### config.mk
export PLATFORM = sky130hd
export DESIGN_NAME = gantry_autosquare_sequencer_core
export DESIGN_NICKNAME = d
export VERILOG_FILES = /design/src/rtl/core/gas_pkg.sv /design/src/rtl/core/gantry_autosquare_sequencer_core.sv
export SDC_FILE = /design/constraint.sdc
export NUM_CORES = 1
export LEC_CHECK = 0
export BUFFER_PORTS_ARGS = -buffer_cell sky130_fd_sc_hd__buf_2
export CAP_MARGIN = 20
export CORE_ASPECT_RATIO = 0.8
export CORE_MARGIN = 4
export CORE_UTILIZATION = 24
export CTS_CLUSTER_DIAMETER = 100
export DETAILED_ROUTE_END_ITERATION = 10
export PLACE_DENSITY_LB_ADDON = 0.1
export SYNTH_ARGS = -nofsm -noshare
export SYNTH_HDL_FRONTEND = slang
export SYNTH_SLANG_ARGS = --single-unit
### constraint.sdc
create_clock -name clk -period 3.7 [get_ports clk]
set_input_delay 0.185 -clock clk [delete_from_list [all_inputs] [get_ports clk]]
set_output_delay 0.185 -clock clk [all_outputs]
set_load 0.02 [all_outputs]
### src/rtl/core/gas_pkg.sv
// Shared types, codes and slot helpers for the gantry autosquare sequencer.
package gas_pkg;

  localparam int PAIR_COUNT = 3;
  localparam int SLOTS      = 6;
  localparam int PAIRS_MAX  = SLOTS / 2;

  // Motor status codes
  localparam logic [1:0] ST_NONE    = 2'd0;
  localparam logic [1:0] ST_SQUARED = 2'd1;
  localparam logic [1:0] ST_FINISH  = 2'd2;

  // Configuration register indexes
  localparam logic [1:0] CFG_PAIR_ACTIVE    = 2'd0;
  localparam logic [1:0] CFG_PAIR_REVERSE   = 2'd1;
  localparam logic [1:0] CFG_ENDSTOP_INVERT = 2'd2;
  localparam logic [1:0] CFG_HOLD_TICKS     = 2'd3;

  typedef struct packed {
    logic [5:0]  run_forward;
    logic [5:0]  force_stop;
    logic [5:0]  start_back;
    logic [5:0]  dir_level;
    logic        dir_takeover;
    logic [11:0] motor_status;
    logic [1:0]  run_phase;
  } result_t;

  // Slots of pairs that exist and are enabled
  function automatic logic [5:0] active_slots(input logic [2:0] pair_active);
    logic [5:0] m;
    m = '0;
    for (int p = 0; p < PAIRS_MAX; p++) begin
      if (p < PAIR_COUNT && pair_active[p]) begin
        m[2*p]   = 1'b1;
        m[2*p+1] = 1'b1;
      end
    end
    return m;
  endfunction

  // Direction levels of active slots, forward or back
  function automatic logic [5:0] dir_levels(input logic [2:0] pair_active,
                                            input logic [2:0] pair_reverse,
                                            input logic       fwd);
    logic [5:0] m;
    logic       lvl;
    m = '0;
    for (int p = 0; p < PAIRS_MAX; p++) begin
      lvl = fwd ? ~pair_reverse[p] : pair_reverse[p];
      if (p < PAIR_COUNT && pair_active[p] && lvl) begin
        m[2*p]   = 1'b1;
        m[2*p+1] = 1'b1;
      end
    end
    return m;
  endfunction

endpackage

### src/rtl/core/gantry_autosquare_sequencer_core.sv
// Gantry autosquare sequencer: poll-tick state machine with a two-entry output stage.
//
// Usage: one input transfer per poll tick carries the button levels, the raw
// endstop bits and the motor-running flags. Each input transfer produces
// exactly one result transfer with the step pulses (run_forward, force_stop,
// start_back), the direction lines, the takeover flag, the per-motor status
// and the run phase after that tick.
// Result: registered in the output register, or in the skid register while the output stalls.
// Throughput: one item per cycle while the skid register is empty; all per-motor checks are six parallel
// compares between the input and the sequencer state registers.
// Stall: results go into an output register backed by a skid register, so
// one more item is taken while a result waits; in_ready drops only when both
// hold results. Results are never dropped or repeated.
// Configuration: cfg_ready is always high; write registers only while idle.
// Index 0 pair_active, 1 pair_reverse, 2 endstop_invert, 3 hold_ticks.
// Reset (rst, synchronous): phase idle, hold timer cleared, every motor
// status none, registers zero, output stage empty.
module gantry_autosquare_sequencer_core (
  input  logic        clk,
  input  logic        rst,
  // configuration write channel
  input  logic        cfg_valid,
  output logic        cfg_ready,
  input  logic [1:0]  cfg_index,
  input  logic [15:0] cfg_data,
  // input channel
  input  logic        in_valid,
  output logic        in_ready,
  input  logic        button_local,
  input  logic        button_remote,
  input  logic [5:0]  endstop_raw,
  input  logic [5:0]  motor_running,
  // result channel
  output logic        out_valid,
  input  logic        out_ready,
  output logic [5:0]  run_forward,
  output logic [5:0]  force_stop,
  output logic [5:0]  start_back,
  output logic [5:0]  dir_level,
  output logic        dir_takeover,
  output logic [11:0] motor_status,
  output logic [1:0]  run_phase
);

  typedef enum logic [1:0] {
    PH_IDLE = 2'd0,
    PH_SEEK = 2'd1,
    PH_BACK = 2'd2,
    PH_WAIT = 2'd3
  } phase_t;

  // configuration registers
  logic [2:0]  pair_active;
  logic [2:0]  pair_reverse;
  logic [5:0]  endstop_invert;
  logic [15:0] hold_ticks;

  // sequencer state
  phase_t      phase, phase_next;
  logic        button_seen, button_seen_next;
  logic [15:0] hold_count, hold_count_next;
  logic [1:0]  motor_state [gas_pkg::SLOTS];
  logic [1:0]  motor_state_next [gas_pkg::SLOTS];

  // output stage
  gas_pkg::result_t out_q, skid_q, res;
  logic             skid_valid;

  logic        accept;
  logic        button;
  logic [5:0]  endstops;
  logic [5:0]  act;
  logic        all_done;
  logic        finish_run;
  logic [16:0] elapsed;
  logic [5:0]  fwd, stop, back;
  logic [11:0] status;

  assign cfg_ready = 1'b1;
  assign in_ready  = ~skid_valid;
  assign accept    = in_valid & in_ready;

  // Write configuration registers
  always_ff @(posedge clk) begin
    if (rst) begin
      pair_active    <= '0;
      pair_reverse   <= '0;
      endstop_invert <= '0;
      hold_ticks     <= '0;
    end else if (cfg_valid && cfg_ready) begin
      case (cfg_index)
        gas_pkg::CFG_PAIR_ACTIVE:    pair_active    <= cfg_data[2:0];
        gas_pkg::CFG_PAIR_REVERSE:   pair_reverse   <= cfg_data[2:0];
        gas_pkg::CFG_ENDSTOP_INVERT: endstop_invert <= cfg_data[5:0];
        gas_pkg::CFG_HOLD_TICKS:     hold_ticks     <= cfg_data;
        default: ;
      endcase
    end
  end

  // Compute next state and the result of this tick
  always_comb begin
    button           = button_local | button_remote;
    endstops         = endstop_raw ^ endstop_invert;
    act              = gas_pkg::active_slots(pair_active);
    phase_next       = phase;
    button_seen_next = button_seen;
    hold_count_next  = hold_count;
    motor_state_next = motor_state;
    fwd              = '0;
    stop             = '0;
    back             = '0;
    finish_run       = 1'b0;
    all_done         = 1'b1;
    elapsed          = {1'b0, hold_count} + 17'd1;
    status           = '0;

    case (phase)
      PH_IDLE: begin
        if (!button) begin
          button_seen_next = 1'b0;
        end else if (!button_seen) begin
          button_seen_next = 1'b1;
          hold_count_next  = '0;
        end else if (elapsed > {1'b0, hold_ticks}) begin
          for (int s = 0; s < gas_pkg::SLOTS; s++) begin
            motor_state_next[s] = gas_pkg::ST_NONE;
          end
          fwd        = act;
          phase_next = PH_SEEK;
        end else begin
          hold_count_next = elapsed[15:0];
        end
      end
      PH_SEEK: begin
        if (!button) begin
          finish_run = 1'b1;
        end else begin
          // stop each motor on its own endstop
          for (int s = 0; s < gas_pkg::SLOTS; s++) begin
            if (act[s] && motor_state[s] != gas_pkg::ST_SQUARED) begin
              if (endstops[s]) begin
                motor_state_next[s] = gas_pkg::ST_SQUARED;
                stop[s]             = 1'b1;
              end else begin
                all_done = 1'b0;
              end
            end
          end
          if (all_done) begin
            back       = act;
            phase_next = PH_BACK;
          end
        end
      end
      PH_BACK: begin
        if (!button) begin
          finish_run = 1'b1;
        end else begin
          // finish each motor once its move has ended
          for (int s = 0; s < gas_pkg::SLOTS; s++) begin
            if (act[s] && motor_state[s] != gas_pkg::ST_FINISH) begin
              if (!motor_running[s]) begin
                motor_state_next[s] = gas_pkg::ST_FINISH;
              end else begin
                all_done = 1'b0;
              end
            end
          end
          finish_run = all_done;
        end
      end
      default: begin
        if (!button) begin
          button_seen_next = 1'b0;
          phase_next       = PH_IDLE;
        end
      end
    endcase

    // Abort or end of run: stop every active motor
    if (finish_run) begin
      stop = stop | act;
      if (button) begin
        phase_next = PH_WAIT;
      end else begin
        button_seen_next = 1'b0;
        phase_next       = PH_IDLE;
      end
    end

    for (int s = 0; s < gas_pkg::SLOTS; s++) begin
      status[2*s +: 2] = motor_state_next[s];
    end

    res.run_forward  = fwd;
    res.force_stop   = stop;
    res.start_back   = back;
    res.dir_level    = (phase_next == PH_SEEK || phase_next == PH_BACK) ?
                       gas_pkg::dir_levels(pair_active, pair_reverse,
                                           phase_next == PH_SEEK) : '0;
    res.dir_takeover = (phase_next == PH_SEEK || phase_next == PH_BACK);
    res.motor_status = status;
    res.run_phase    = phase_next;
  end

  // Advance sequencer state on each input transfer
  always_ff @(posedge clk) begin
    if (rst) begin
      phase       <= PH_IDLE;
      button_seen <= 1'b0;
      hold_count  <= '0;
      for (int s = 0; s < gas_pkg::SLOTS; s++) begin
        motor_state[s] <= gas_pkg::ST_NONE;
      end
    end else if (accept) begin
      phase       <= phase_next;
      button_seen <= button_seen_next;
      hold_count  <= hold_count_next;
      motor_state <= motor_state_next;
    end
  end

  // Hold results in the output register, spill to skid when stalled
  always_ff @(posedge clk) begin
    if (rst) begin
      out_valid  <= 1'b0;
      skid_valid <= 1'b0;
    end else if (out_valid && !out_ready) begin
      if (accept) begin
        skid_valid <= 1'b1;
      end
    end else if (skid_valid) begin
      out_valid  <= 1'b1;
      skid_valid <= 1'b0;
    end else begin
      out_valid <= accept;
    end
  end

  always_ff @(posedge clk) begin
    if (out_valid && !out_ready) begin
      if (accept) begin
        skid_q <= res;
      end
    end else if (skid_valid) begin
      out_q <= skid_q;
    end else if (accept) begin
      out_q <= res;
    end
  end

  assign run_forward  = out_q.run_forward;
  assign force_stop   = out_q.force_stop;
  assign start_back   = out_q.start_back;
  assign dir_level    = out_q.dir_level;
  assign dir_takeover = out_q.dir_takeover;
  assign motor_status = out_q.motor_status;
  assign run_phase    = out_q.run_phase;

`ifndef SYNTH
  // skid entry only exists behind a held output
  a_skid_behind_out: assert property (@(posedge clk) disable iff (rst)
    skid_valid |-> out_valid)
    else $error("skid register full while output register empty");

  // takeover matches the reported phase
  a_takeover_phase: assert property (@(posedge clk) disable iff (rst)
    out_valid |-> (dir_takeover == (run_phase == PH_SEEK || run_phase == PH_BACK)))
    else $error("dir_takeover disagrees with run_phase");

  // direction lines are released whenever takeover is off
  a_dir_released: assert property (@(posedge clk) disable iff (rst)
    (out_valid && !dir_takeover) |-> (dir_level == '0))
    else $error("direction lines driven without takeover");

  // the output register holds a valid result in the cycle after any accepted item
  a_result_follows: assert property (@(posedge clk) disable iff (rst)
    accept |=> out_valid)
    else $error("accepted item produced no result");
`endif

endmodule

Word level (Yosys, flattened, before mapping)
Index checks and enable logic that the tools add are counted.
{"block": "totals", "reg_bits": 139, "inputBits": 37, "output_inout_bits": 42, "elab_cells": 201}
{"block": "classes", "add_sub_neg": 1, "magnitude_cmp": 1, "eq_ne": 20, "muxes": 111, "n_bitwise": 9, "reduce_logical": 30}
{"operator": "$mux W39", "count": 2}
{"operator": "$mux W2", "count": 38}
{"operator": "$mux W6", "count": 11}
{"operator": "$mux W12", "count": 5}
{"operator": "$mux W1", "count": 49}
{"operator": "$pmux W12 S3", "count": 1}
{"operator": "$mux W16", "count": 2}
{"operator": "$add A16 B1 Y17 const B", "count": 1}
{"operator": "$gt A17 B16 Y1", "count": 1}
{"operator": "$logic_and A1 B1 Y1", "count": 16}
{"operator": "$ne A2 B2 Y1 const B", "count": 7}
{"operator": "$ne A2 B1 Y1 const B", "count": 6}
{"operator": "$reduce_and A2 Y1", "count": 6}
{"operator": "$eq A2 B2 Y1 const B", "count": 4}
{"operator": "$eq A2 B1 Y1 const B", "count": 3}
{"operator": "$or A6 B6 Y6", "count": 1}
{"operator": "$pmux W2 S3", "count": 1}
{"operator": "$xor A6 B6 Y6", "count": 1}
{"operator": "$not A1 Y1", "count": 5}
{"operator": "$logic_not A2 Y1", "count": 2}
{"operator": "$pmux W1 S2", "count": 2}
{"operator": "$reduce_and A4 Y1", "count": 1}
{"operator": "$reduce_or A2 Y1", "count": 2}
{"operator": "$reduce_bool A2 Y1", "count": 1}
{"operator": "other kinds (4)", "count": 4}

Depth between registers and ports, before layout
Gate-level depths: netlist of run 1.
{"block": "depth", "word_depth": 28, "mapped_depth": 18, "depth_no_buf": 17}

Least setup slack after synthesis of run 1
OpenSTA, ideal clock, no wires.
{"block": "synth_path", "path_kind": "reg2reg", "from": "register hold_count[8]", "to": "register out_q (netlist bit dir_level[1]) (data pin)", "setup_time_ns": 0.260, "t_arrival_ns": 3.802, "required_ns": 3.440, "slack_ns": -0.362, "path_stages_with_launch": 16, "path_buffers": 1, "period_less_slack_ns": 4.062, "cell_sequence": "dfxtp_1 > buf_2 > nand4_2 > nor4_1 > nand2_1 > xnor2_1 > ha_1 > nand4_1 > o41a_1 > a21o_2 > a311oi_1 > or2_2 > ha_1 > xor2_1 > and3_1 > mux2_2"}
{"block": "synth_via", "elab_chain_cells": 14, "word_cells_on_any_way": 16, "cone_classes": "add/sub (1); order compare (1); eq/ne (2); mux (10); reduce/logical (2)"}
{"item": "from (decl)", "line_no": "gantry_autosquare_sequencer_core.sv:61", "text": "logic [15:0] hold_count, hold_count_next;"}
{"item": "from (signal assigned)", "line_no": "gantry_autosquare_sequencer_core.sv:219", "text": "hold_count <= hold_count_next;"}
{"item": "$add A16 B1 Y17 (*)", "line_no": "gantry_autosquare_sequencer_core.sv:115", "text": "elapsed = {1'b0, hold_count} + 17'd1;"}
{"item": "$gt A17 B16 Y1 (*)", "line_no": "gantry_autosquare_sequencer_core.sv:125", "text": "end else if (elapsed > {1'b0, hold_ticks}) begin"}
{"item": "$mux W2 (*)", "line_no": "gantry_autosquare_sequencer_core.sv:125"}
{"item": "$mux W2 (*)", "line_no": "gantry_autosquare_sequencer_core.sv:122", "text": "end else if (!button_seen) begin"}
{"item": "$mux W2 (*)", "line_no": "gantry_autosquare_sequencer_core.sv:120", "text": "if (!button) begin"}
{"item": "$pmux W2 S3 (*)", "line_no": "gantry_autosquare_sequencer_core.sv:118", "text": "case (phase)"}
{"item": "$mux W2 (*)", "line_no": "gantry_autosquare_sequencer_core.sv:182", "text": "if (finish_run) begin"}
{"item": "$eq A2 B1 Y1", "line_no": "gantry_autosquare_sequencer_core.sv:199, gantry_autosquare_sequencer_core.sv:201"}
{"item": "$mux W1", "line_no": "gas_pkg.sv:50", "text": "lvl = fwd ? ~pair_reverse[p] : pair_reverse[p];"}
{"item": "$logic_and A1 B1 Y1", "line_no": "gas_pkg.sv:51", "text": "if (p < PAIR_COUNT && pair_active[p] && lvl) begin"}
{"item": "$mux W2", "line_no": "gas_pkg.sv:51"}
{"item": "$mux W6 (*)", "line_no": "gantry_autosquare_sequencer_core.sv:199", "text": "res.dir_level = (phase_next == PH_SEEK || phase_next == PH_BACK) ?"}
{"item": "$mux W39 (*)", "line_no": "gantry_autosquare_sequencer_core.sv:248", "text": "end else if (accept) begin"}
{"item": "$mux W39 (*)", "line_no": "gantry_autosquare_sequencer_core.sv:246", "text": "end else if (skid_valid) begin"}
{"item": "to (signal assigned)", "line_no": "gantry_autosquare_sequencer_core.sv:247", "text": "out_q <= skid_q;"}
{"item": "to (signal assigned)", "line_no": "gantry_autosquare_sequencer_core.sv:249", "text": "out_q <= res;"}
{"item": "to (decl)", "line_no": "gantry_autosquare_sequencer_core.sv:66", "text": "gas_pkg::result_t out_q, skid_q, res;"}
Every way passes the cells marked *; elsewhere a longest branch is shown, timed or not. The select of a mux whose other input is x is not followed.
A chain may end at the register's enable or synchronous reset.

==> results by group, run 1 <==
Clock network
  • CTS tree: yes
  • CTS Buffer Depth: 2
  • CTS buffer count: 17
  • Reg clk slew, reported paths: 0.06 ns
  • CTS sink cnt: 121
  • H-tree depth: 4
  • Root Driver: clkbuf_16
  • Worst-Skew Late Latency: 0.42 ns

Die
  • I/O pins: 79
  • Die ar.: 29,900 um2
  • Core Region: 26,500 um2
  • Placement row count: 53
  • Die height: 155 um
  • Initial Util: 0.246
  • Die width: 192 um

Hold path
  • Worst hold path class: in2reg
  • Hold depth: 3

STA
  • Final setup vio count: 3
  • Post-layout min period: 3.81 ns
  • Setup ws final: -0.111 ns
  • Slew @ Worst Pin: 0.762 ns
  • Skew final: 0.0106 ns
  • RSZ-0062 raised after global routing: yes
  • Final Max Tran Viols: 0
  • Slew HR: 0.492
  • Hold slack: 0.0225 ns
  • Final hold violations: 0
  • Highest Clock Rate: 262 MHz
  • Tcrit/Tclk final: 1.03

Critical path
  • Setup CP Type: reg2reg
  • FF-to-FF path depth: 16
  • Critical Path RT: 3.87 ns
  • Crit. End Element: flop
  • WP data arrival: 3.98 ns
  • Crit-path max FO: 5
  • Critical path launch point type: flop

Global route
  • Largest net degree at the start of global routing: 37
  • Initial antenna violation count: 0
  • Gr usage total: 0.140
  • First-pass GRT wire length: 32,600 um
  • Number of global-route vias before repair: 5,572
  • GRT overflow: 0

Finish
  • Sequential Area: 3040 um2
  • Nets: 860
  • Area Overhead vs Synth: 30.6%
  • Fin util: 0.321
  • Share of cells above drive strength 1: 0.290
  • Area of the multi-input gates: 3380 um2
  • # diodes: 0
  • Fillers: 2,783

Logic synthesis
  • Syn Std Cell Area: 6530 um2
  • Distinct cells, synth: 68
  • Area contributors post-synth: edfxtp_1, dfxtp_1, nand2_1, ha_1, a21oi_1
  • Cells after Synth: 692
  • Yosys reg bits: 121
  • Post-synth EDFFs: 60
  • YS warnings: 0
  • Synth Net Count: 751
  • Async SR Flop Fraction: 0
  • Seq/Total Area, Yosys: 0.463
  • Ys flop type: dfxtp_1
  • Post-synth top area cell: edfxtp_1
  • Top-area cell type share of the netlist area: 0.276
  • Most common cell in the synthesized netlist: nand2_1
  • Syn avg cell area: 9.43 um2
  • Top post-synthesis cells by count: nand2_1, dfxtp_1, edfxtp_1

Run status
  • Failing checks: negative setup slack
  • Status: complete, but fails checks

Detailed routing
  • DRC viols: 0
  • Post-Route WL: 20,900 um
  • Routed len/inst: 17.8 um
  • Pre-antenna DRT Iters: 5
  • Met3 Wirelength: 915 um
  • Number of vias per cell: 4.84
  • Met2 wire length: 8820 um
  • ANT nets after route: 0
  • Via count: 5,670
  • DR iter-0 viols: 376
  • M1 WL: 11,000 um
  • Top sig layer: met4

Pwr
  • Peak supply drop: 268 uV
  • Pleak: 3.36 nW
  • Pwr per Cell Area: 437 nW/um2

Placement
  • Pre-CTS setup slack: -0.304 ns
  • Count of input and output buffers: 77
  • Post-DP HPWL: 15,200 um
  • Final GP Congestion: 0.866

Flow run
  • Max-cap violations: 0
-- state kept, by name (all words and copies together), names as in the netlist, 6 cells and up --
register        cells
endstop_invert      6
motor_status       12
skid_q             30
motor_state        12
force_stop          6
hold_count         16
hold_ticks         16
-- worst paths after layout --
kind                                                    to  slack (ns)                        from
worst min-delay path            hold_ticks[8]$_SDFFE_PP0P_        0.02                 cfg_data[8]
worst max-delay path                dir_level[4]$_DFFE_PP_       -0.11  hold_count[0]$_SDFFE_PP0P_
worst max register to register      dir_level[4]$_DFFE_PP_       -0.11  hold_count[0]$_SDFFE_PP0P_
worst min register to register  hold_ticks[9]$_SDFFE_PP0P_        0.46  hold_ticks[9]$_SDFFE_PP0P_
-- layer usage --
layer | up-vias | GRT usage
met5 | - | 0
met2 | 146 | 0.204
met3 | 11 | 0.0287
li1 | 2754 | -
met1 | 2759 | 0.212
met4 | 0 | 0.0333
-- layout by cell type, fill, tap and decap left out, drive strengths merged, types with 5 or more instances in the layout --
cell type and instances:
a32oi 11, a21o 5, and2 6, clkinv 6, nand4 18, o21bai 5
a31oi 9, a22o 13, nand2b 11, mux2i 12, clkbuf 17, a31o 6
nor3 9, o2bb2ai 12, o21ai 38, o31ai 5, xor2 11, a21oi 44
inv 37, edfxtp 60, and3 18, dlygate4sd3 8, ha 22, mux2 15
dfxtp 61, nor2 41, nand3 27, o22a 5, xnor2 12, nand2 82
buf 134
-- stage by stage --
stage / setup TNS (ns) / area (um2) / power, W / std cells
2_1_floorplan: -0.0780 / 6580 / 0.00175 / 692
3_3_place_gp: -0.649 / 7480 / 0.00190 / 1118
3_5_place_dp: -1.01 / 7480 / 0.00190 / 1118
4_1_cts: -0.355 / 8340 / 0.00376 / 1163
5_1_grt: -1.05 / 8520 / 0.00388 / 1171
6_report: -0.270 / 8520 / 0.00373 / 1171
-- critical path: stages (launching register included) --
cell,delay [ns]
dfxtp_4,0.36
ha_4,0.18
and3_1,0.23
buf_4,0.16
xnor2_1,0.26
ha_1,0.32
nand4_1,0.15
nor2_1,0.07
a2111oi_2,0.31
o41a_1,0.23
a21o_2,0.15
a311oi_2,0.10
or2_4,0.28
ha_4,0.18
xor2_1,0.14
and3_4,0.18
mux2_4,0.25
-- final cells by class --
class,instances,share of cell area
clock inverter,15,0.0254
clock buffer,17,0.0499
sequential,121,0.356
inverter,33,0.0145
multi-input combinational,486,0.396
tap,357,0.0524
timing repair buffer,142,0.105
-- report_power, final --
part	internal, W	switching (W)
Clock	0.00115	0.000682
Combinational	0.000154	0.000273
Sequential	0.00145	0.0000233
Total	0.00275	0.000978
-- timing repair --
item,CTS,global route
resized for setup,20,28
cloned,0,0
endpoints found under the hold margin,8,0
setup endpoints to repair,7,23
pin swaps,14,22
buffers inserted,5,8
hold buffers,8,0
-- cells by family after synthesis --
kind of cell	after synthesis	share of synthesized area
other cells	1	0.000575
simple gates	234	0.175
mux	27	0.0443
buf+inv	85	0.0581
xor+xnor	23	0.0309
fa+ha+maj	22	0.0422
compound gates	179	0.185
flops	121	0.463
Power figures use the tool's default switching activity.
==> inputs of run 2 (changes only) <==
--- a/config.mk
+++ b/config.mk
@@ -5,9 +5,9 @@
 export SDC_FILE = /design/constraint.sdc
 export NUM_CORES = 1
 export LEC_CHECK = 0
-export BUFFER_PORTS_ARGS = -buffer_cell sky130_fd_sc_hd__buf_2
+export BUFFER_PORTS_ARGS = -buffer_cell sky130_fd_sc_hd__clkbuf_2
 export CAP_MARGIN = 20
-export CORE_ASPECT_RATIO = 0.8
+export CORE_ASPECT_RATIO = 2
 export CORE_MARGIN = 4
 export CORE_UTILIZATION = 24
 export CTS_CLUSTER_DIAMETER = 100
==> constraint.sdc (replaced) <==
create_clock -name clk -period 3.45 [get_ports clk]
set_input_delay 0.1725 -clock clk [delete_from_list [all_inputs] [get_ports clk]]
set_output_delay 0.1725 -clock clk [all_outputs]
set_load 0.02 [all_outputs]
==> results by group, run 2 (synthesis results as in run 1) <==
Finish
  • Area Overhead vs Synth: 33.0% (was 30.6%)
  • Most frequent cells in the layout: nand2_1, clkbuf_2, buf_4 (was nand2_1, buf_2, edfxtp_1)
  • Nets: 880 (was 860)
  • Non-filler cells, final: 1,182 (was 1,171)
  • Share of cells above drive strength 1: 0.291 (was 0.290)
  • Fin util: 0.323 (was 0.321)
  • Top flop regs: skid_q (30), hold_count (16), hold_ticks (16) (unchanged)
  • Final Cell Area: 8680 um2 (was 8520 um2)
  • Largest Register: skid_q (unchanged)
  • # diodes: 0 (unchanged)
  • Max FFs per register: 30 (unchanged)
  • Most common cell after layout, fill and taps aside: nand2_1 (unchanged)

STA
  • Post-layout min period: 3.80 ns (was 3.81 ns)
  • RSZ-0062 raised after global routing: yes (unchanged)
  • Hold slack: 0.0150 ns (was 0.0225 ns)
  • Highest Clock Rate: 263 MHz (was 262 MHz)
  • Final hold violations: 0 (unchanged)
  • Skew final: 0.00900 ns (was 0.0106 ns)
  • Slew @ Worst Pin: 0.759 ns (was 0.762 ns)
  • Setup ws final: -0.351 ns (was -0.111 ns)
  • Tcrit/Tclk final: 1.10 (was 1.03)
  • Slew HR: 0.490 (was 0.492)
  • Final setup vio count: 21 (was 3)
  • Final Max Tran Viols: 0 (unchanged)

Critical path
  • Critical Path RT: 3.64 ns (was 3.87 ns)
  • WP data arrival: 3.99 ns (was 3.98 ns)
  • Critical path launch point type: flop (unchanged)
  • R2R setup slack: -0.35 ns (was -0.11 ns)
  • Crit. End Element: flop (unchanged)
  • Setup CP Type: reg2reg (unchanged)
  • Crit-path max FO: 4 (was 5)

Placement
  • Dpl cells: 1,127 (was 1,118)
  • Post-DP HPWL: 17,100 um (was 15,200 um)
  • Placement Cell Area: 7620 um2 (was 7480 um2)
  • Final GP Congestion: 0.920 (was 0.866)
  • Count of input and output buffers: 77 (unchanged)

Die
  • Placement row count: 85 (was 53)
  • Core Region: 26,900 um2 (was 26,500 um2)
  • Die ar.: 30,100 um2 (was 29,900 um2)
  • I/O pins: 79 (unchanged)
  • Die width: 125 um (was 192 um)
  • Die height: 241 um (was 155 um)
  • Initial Util: 0.243 (was 0.246)

Detailed routing
  • ANT nets after route: 0 (unchanged)
  • Routed len/inst: 19.3 um (was 17.8 um)
  • Post-Route WL: 22,800 um (was 20,900 um)
  • DR iter-0 viols: 307 (was 376)
  • Number of vias per cell: 4.91 (was 4.84)
  • Pre-antenna DRT Iters: 5 (unchanged)
  • Via count: 5,807 (was 5,670)
  • DRC viols: 0 (unchanged)

Pwr
  • P_sw: 0.00105 W (was 0.000978 W)
  • Combinational Power Share: 0.134 (was 0.114)
  • Sw frac: 0.268 (was 0.262)
  • Pwr per Cell Area: 452 nW/um2 (was 437 nW/um2)
  • Clock power frac: 0.462 (was 0.490)
  • Cell Int Power: 0.00287 W (was 0.00275 W)
  • Sequential share of power: 0.403 (was 0.396)
  • Peak supply drop: 287 uV (was 268 uV)
  • Pleak: 3.46 nW (was 3.36 nW)

Clock network
  • H-tree depth: 4 (unchanged)
  • Reg clk slew, reported paths: 0.06 ns (about the same)
  • Root Driver: clkbuf_16 (unchanged)
  • CTS tree: yes (unchanged)
  • CTS sink cnt: 121 (unchanged)
  • CTS Buffer Depth: 2 (unchanged)
  • Worst-Skew Late Latency: 0.44 ns (was 0.42 ns)
  • CTS buffer count: 17 (unchanged)

Hold path
  • Worst hold path class: in2reg (unchanged)

Global route
  • Number of global-route vias before repair: 5,962 (was 5,572)
  • First-pass GRT wire length: 34,700 um (was 32,600 um)
  • Initial antenna violation count: 0 (unchanged)
  • GRT overflow: 0 (unchanged)
  • Largest net degree at the start of global routing: 55 (was 37)
  • Gr usage total: 0.154 (was 0.140)

Run status
  • Status: complete, but fails checks (unchanged)
  • Failing checks: negative setup slack (unchanged)

Flow run
  • Max-cap violations: 0 (unchanged)
[run 2: changes by cell type in the layout (fill, tap and decap cells not counted), moves of 3 or more]
cell           previous run  this run
buf_2                    77         0
o2bb2ai_2                 0         3
dfxtp_1                  53        56
buf_4                    57        65
buf_6                     0         4
clkbuf_2                  0        77
o2bb2ai_1                12         9
dlygate4sd3_1             8        14
[run 2: area by class of cell]
type,count,area [um2]
multi-input cells,486,3390
fillers,2797,18200
flip-flops and latches,121,3030
repair buffers,162,1110
clock buffers,19,453
inverters,33,124
well taps,348,435
clock inverters,13,143
[run 2: power by group through the flow]
stage | clock [W] | sequential, W | combinational (W)
final | 0.00181 | 0.00158 | 0.000527
after global routing | 0.00194 | 0.00159 | 0.000572
after CTS | 0.00187 | 0.00158 | 0.000519
after detailed placement | 0 | 0.00161 | 0.000463
after global placement | 0 | 0.00161 | 0.000459
after floorplan | 0 | 0.00164 | 0.000239
[run 2: worst paths after layout]
path         depth (start not counted)                         from                          end
max                                 16  hold_count[10]$_SDFFE_PP0P_       dir_level[4]$_DFFE_PP_
min                                  3                  cfg_data[0]   hold_ticks[0]$_SDFFE_PP0P_
max reg2reg                         16  hold_count[10]$_SDFFE_PP0P_       dir_level[4]$_DFFE_PP_
min reg2reg                          2  hold_ticks[14]$_SDFFE_PP0P_  hold_ticks[14]$_SDFFE_PP0P_
[run 2: metal layers]
metal,share of wire,track usage,vias up
li1,-,-,2794
met1,0.33,0.137,2835
met2,0.59,0.311,134
met3,0.027,0.0326,44
met4,0.047,0.0878,0
met5,0,0,-
[run 2: per-stage QoR]
stage | setup slack [ns] | setup TNS [ns] | power [W]
after detailed placement | -0.505 | -8.06 | 0.00208
after global placement | -0.361 | -3.77 | 0.00207
after CTS | -0.354 | -4.97 | 0.00398
final | -0.351 | -1.86 | 0.00392
after global routing | -0.525 | -7.56 | 0.00409
after floorplan | -0.289 | -0.902 | 0.00188
[run 2: critical path, cell delays in order (launching register included)]
cell and delay (ns):
dfxtp_1 0.37, nand4_4 0.17, nor4_4 0.39, nand3_2 0.15, xnor2_2 0.19, ha_1 0.32
nand4_1 0.17, nor2_1 0.06, o31ai_1 0.23, o41a_1 0.25, a21o_2 0.16, a311oi_2 0.11
or2_4 0.26, ha_4 0.27, inv_2 0.04, and3_4 0.17, mux2_4 0.25
[run 2: what timing repair did]
item	4_1_cts	5_1_grt
resized for setup	35	18
endpoints found under the hold margin	18	0
pin swaps	23	20
buffers inserted	7	5
endpoints found under the setup margin	41	55
hold buffers	14	0
cloned	1	0
==> inputs of run 3 (changes only) <==
--- a/config.mk
+++ b/config.mk
@@ -12,7 +12,9 @@
 export CORE_UTILIZATION = 24
 export CTS_CLUSTER_DIAMETER = 100
 export DETAILED_ROUTE_END_ITERATION = 10
+export MAX_ROUTING_LAYER = met4
 export PLACE_DENSITY_LB_ADDON = 0.1
+export SETUP_SLACK_MARGIN = 0.3
 export SYNTH_ARGS = -nofsm -noshare
 export SYNTH_HDL_FRONTEND = slang
 export SYNTH_SLANG_ARGS = --single-unit
==> results by group, run 3 (synthesis results as in run 1) <==
Run status
  • Status: complete, but fails checks (unchanged)
  • Failing checks: negative setup slack (unchanged)

Finish
  • Largest Register: skid_q (unchanged)
  • Most frequent cells in the layout: nand2_1, clkbuf_2, buf_4 (unchanged)
  • Most common cell after layout, fill and taps aside: nand2_1 (unchanged)
  • Max FFs per register: 30 (unchanged)
  • Area Overhead vs Synth: 36.0% (was 33.0%)
  • # diodes: 0 (unchanged)
  • Share of cells above drive strength 1: 0.307 (was 0.291)
  • Area of the multi-input gates: 3460 um2 (was 3390 um2)
  • Sequential Area: 3040 um2 (was 3030 um2)
  • Nets: 893 (was 880)
  • Fillers: 2,806 (was 2,797)
  • Top flop regs: skid_q (30), hold_count (16), hold_ticks (16) (unchanged)

Hold path
  • Worst hold path class: in2reg (unchanged)

Detailed routing
  • Pre-antenna DRT Iters: 4 (was 5)
  • Routed len/inst: 19.3 um (about the same)
  • Post-Route WL: 23,100 um (was 22,800 um)
  • DRC viols: 0 (unchanged)
  • Via count: 5,833 (was 5,807)
  • ANT nets after route: 0 (unchanged)
  • DR iter-0 viols: 197 (was 307)
  • Number of vias per cell: 4.88 (was 4.91)

Global route
  • Largest net degree at the start of global routing: 56 (was 55)
  • First-pass GRT wire length: 34,900 um (was 34,700 um)
  • Gr usage total: 0.159 (was 0.154)
  • GRT overflow: 0 (unchanged)
  • Initial antenna violation count: 0 (unchanged)
  • Number of global-route vias before repair: 6,177 (was 5,962)

STA
  • RSZ-0062 raised after global routing: yes (unchanged)
  • Slew HR: 0.409 (was 0.490)
  • Slew @ Worst Pin: 0.880 ns (was 0.759 ns)
  • Setup ws final: -0.363 ns (was -0.351 ns)
  • Final setup vio count: 36 (was 21)
  • Skew final: 0.0114 ns (was 0.00900 ns)
  • Highest Clock Rate: 262 MHz (was 263 MHz)
  • Final Max Tran Viols: 0 (unchanged)
  • Tcrit/Tclk final: 1.11 (was 1.10)
  • Final hold violations: 0 (unchanged)
  • Post-layout min period: 3.81 ns (was 3.80 ns)

Pwr
  • Peak supply drop: 256 uV (was 287 uV)
  • Overall power: 0.00398 W (was 0.00392 W)
  • Pwr per Cell Area: 448 nW/um2 (was 452 nW/um2)
  • Pleak: 3.53 nW (was 3.46 nW)

Die
  • I/O pins: 79 (unchanged)
  • Initial Util: 0.243 (unchanged)
  • Placement row count: 85 (unchanged)
  • Core Region: 26,900 um2 (unchanged)
  • Die width: 125 um (unchanged)
  • Die ar.: 30,100 um2 (unchanged)
  • Die height: 241 um (unchanged)

Placement
  • Post-DP HPWL: 16,800 um (was 17,100 um)
  • Final GP Congestion: 0.871 (was 0.920)
  • Count of input and output buffers: 77 (unchanged)
  • Pre-CTS setup slack: -0.476 ns (was -0.505 ns)

Critical path
  • Critical path launch point type: flop (unchanged)
  • CP Cell Sequence: nand2_1, nor4_4, nand2_1, xnor2_1, ha_1, nand4_1, buf_4, nor4b_4, o211ai_1, nand3_1, a21o_2, a311oi_2, or2_4, ha_4, xor2_1, and3_1, mux2_4 (was nand4_4, nor4_4, nand3_2, xnor2_2, ha_1, nand4_1, nor2_1, o31ai_1, o41a_1, a21o_2, a311oi_2, or2_4, ha_4, inv_2, and3_4, mux2_4)
  • Setup CP Type: reg2reg (unchanged)
  • Crit. End Element: flop (unchanged)
  • WP data arrival: 4.00 ns (was 3.99 ns)
  • Crit-path max FO: 4 (unchanged)
  • Critical Path RT: 3.64 ns (about the same)
  • Slowest CP cell: dfxtp_1 (was nor4_4)
  • Delay of the slowest critical-path stage: 0.38 ns (was 0.39 ns)
  • CP dominant cell by count: nand2_1

Clock network
  • Reg clk slew, reported paths: 0.06 ns (about the same)
  • CTS sink cnt: 121 (unchanged)
  • CTS buffer count: 17 (unchanged)
  • Worst-Skew Late Latency: 0.44 ns (about the same)
  • Root Driver: clkbuf_16 (unchanged)
  • CTS tree: yes (unchanged)
  • H-tree depth: 4 (unchanged)
  • CTS Buffer Depth: 2 (unchanged)

Flow run
  • Max-cap violations: 0 (unchanged)
run 3: worst paths after layout:
kind                                    from                          to  slack (ns)  depth (start not counted)
hold reg to reg   hold_ticks[9]$_SDFFE_PP0P_  hold_ticks[9]$_SDFFE_PP0P_        0.45                          2
setup / recovery  hold_count[5]$_SDFFE_PP0P_      dir_level[4]$_DFFE_PP_       -0.36                         17
setup reg to reg  hold_count[5]$_SDFFE_PP0P_      dir_level[4]$_DFFE_PP_       -0.36                         17
hold / removal                   cfg_data[0]  hold_ticks[0]$_SDFFE_PP0P_        0.04                          3
run 3: worst max-delay path, delay by kind of cell (launching register included):
| family | cells | cell delay (ns) |
|---|---|---|
| xor gates and xnor gates | 2 | 0.30 |
| and+or+nand+nor | 8 | 1.57 |
| muxes | 1 | 0.25 |
| buffers and inverters | 1 | 0.18 |
| adders and majority gates | 2 | 0.49 |
| AOI/OAI and AO/OA | 3 | 0.40 |
| DFF | 1 | 0.38 |
run 3: layer usage:
layer	track usage	part of all wire	up-vias
met1	0.136	0.34	2807
met3	0.0321	0.029	64
li1	-	-	2817
met5	-	0	-
met4	0.104	0.060	0
met2	0.308	0.57	145
run 3: repair_timing:
item / in CTS / in global routing
resized for setup: 55 / 14
hold buffers: 14 / 0
setup endpoints to repair: 70 / 72
setup buffers: 19 / 0
endpoints found under the hold margin: 17 / 0
pin swaps: 35 / 10
cloned: 2 / 0
run 3: layout make-up:
class                           instances  area share
Multi-Input combinational cell        487       0.390
Sequential cell                       121       0.342
Timing Repair Buffer                  174       0.137
Tap cell                              348      0.0491
Clock buffer                           18      0.0484
Clock inverter                         14      0.0190
Inverter                               33      0.0142
run 3: power breakdown:
group          internal (W)  switching, W
sequential          0.00156     0.0000224
combinational      0.000220      0.000334
clock               0.00114      0.000710
total               0.00291       0.00107
run 3: stage by stage:
stage	instance area (um2)	util	TNS, ns	std cells	hold slack (ns)
finish	8880	0.330	-3.94	1195	0.0365
global route	8880	0.330	-9.26	1195	0.0414
CTS	8810	0.328	-8.22	1194	0.0110
detailed placement	7620	0.283	-7.56	1127	0.404
global placement	7620	0.283	-3.99	1127	0.397
floorplan	6580	-	-0.902	692	0.308
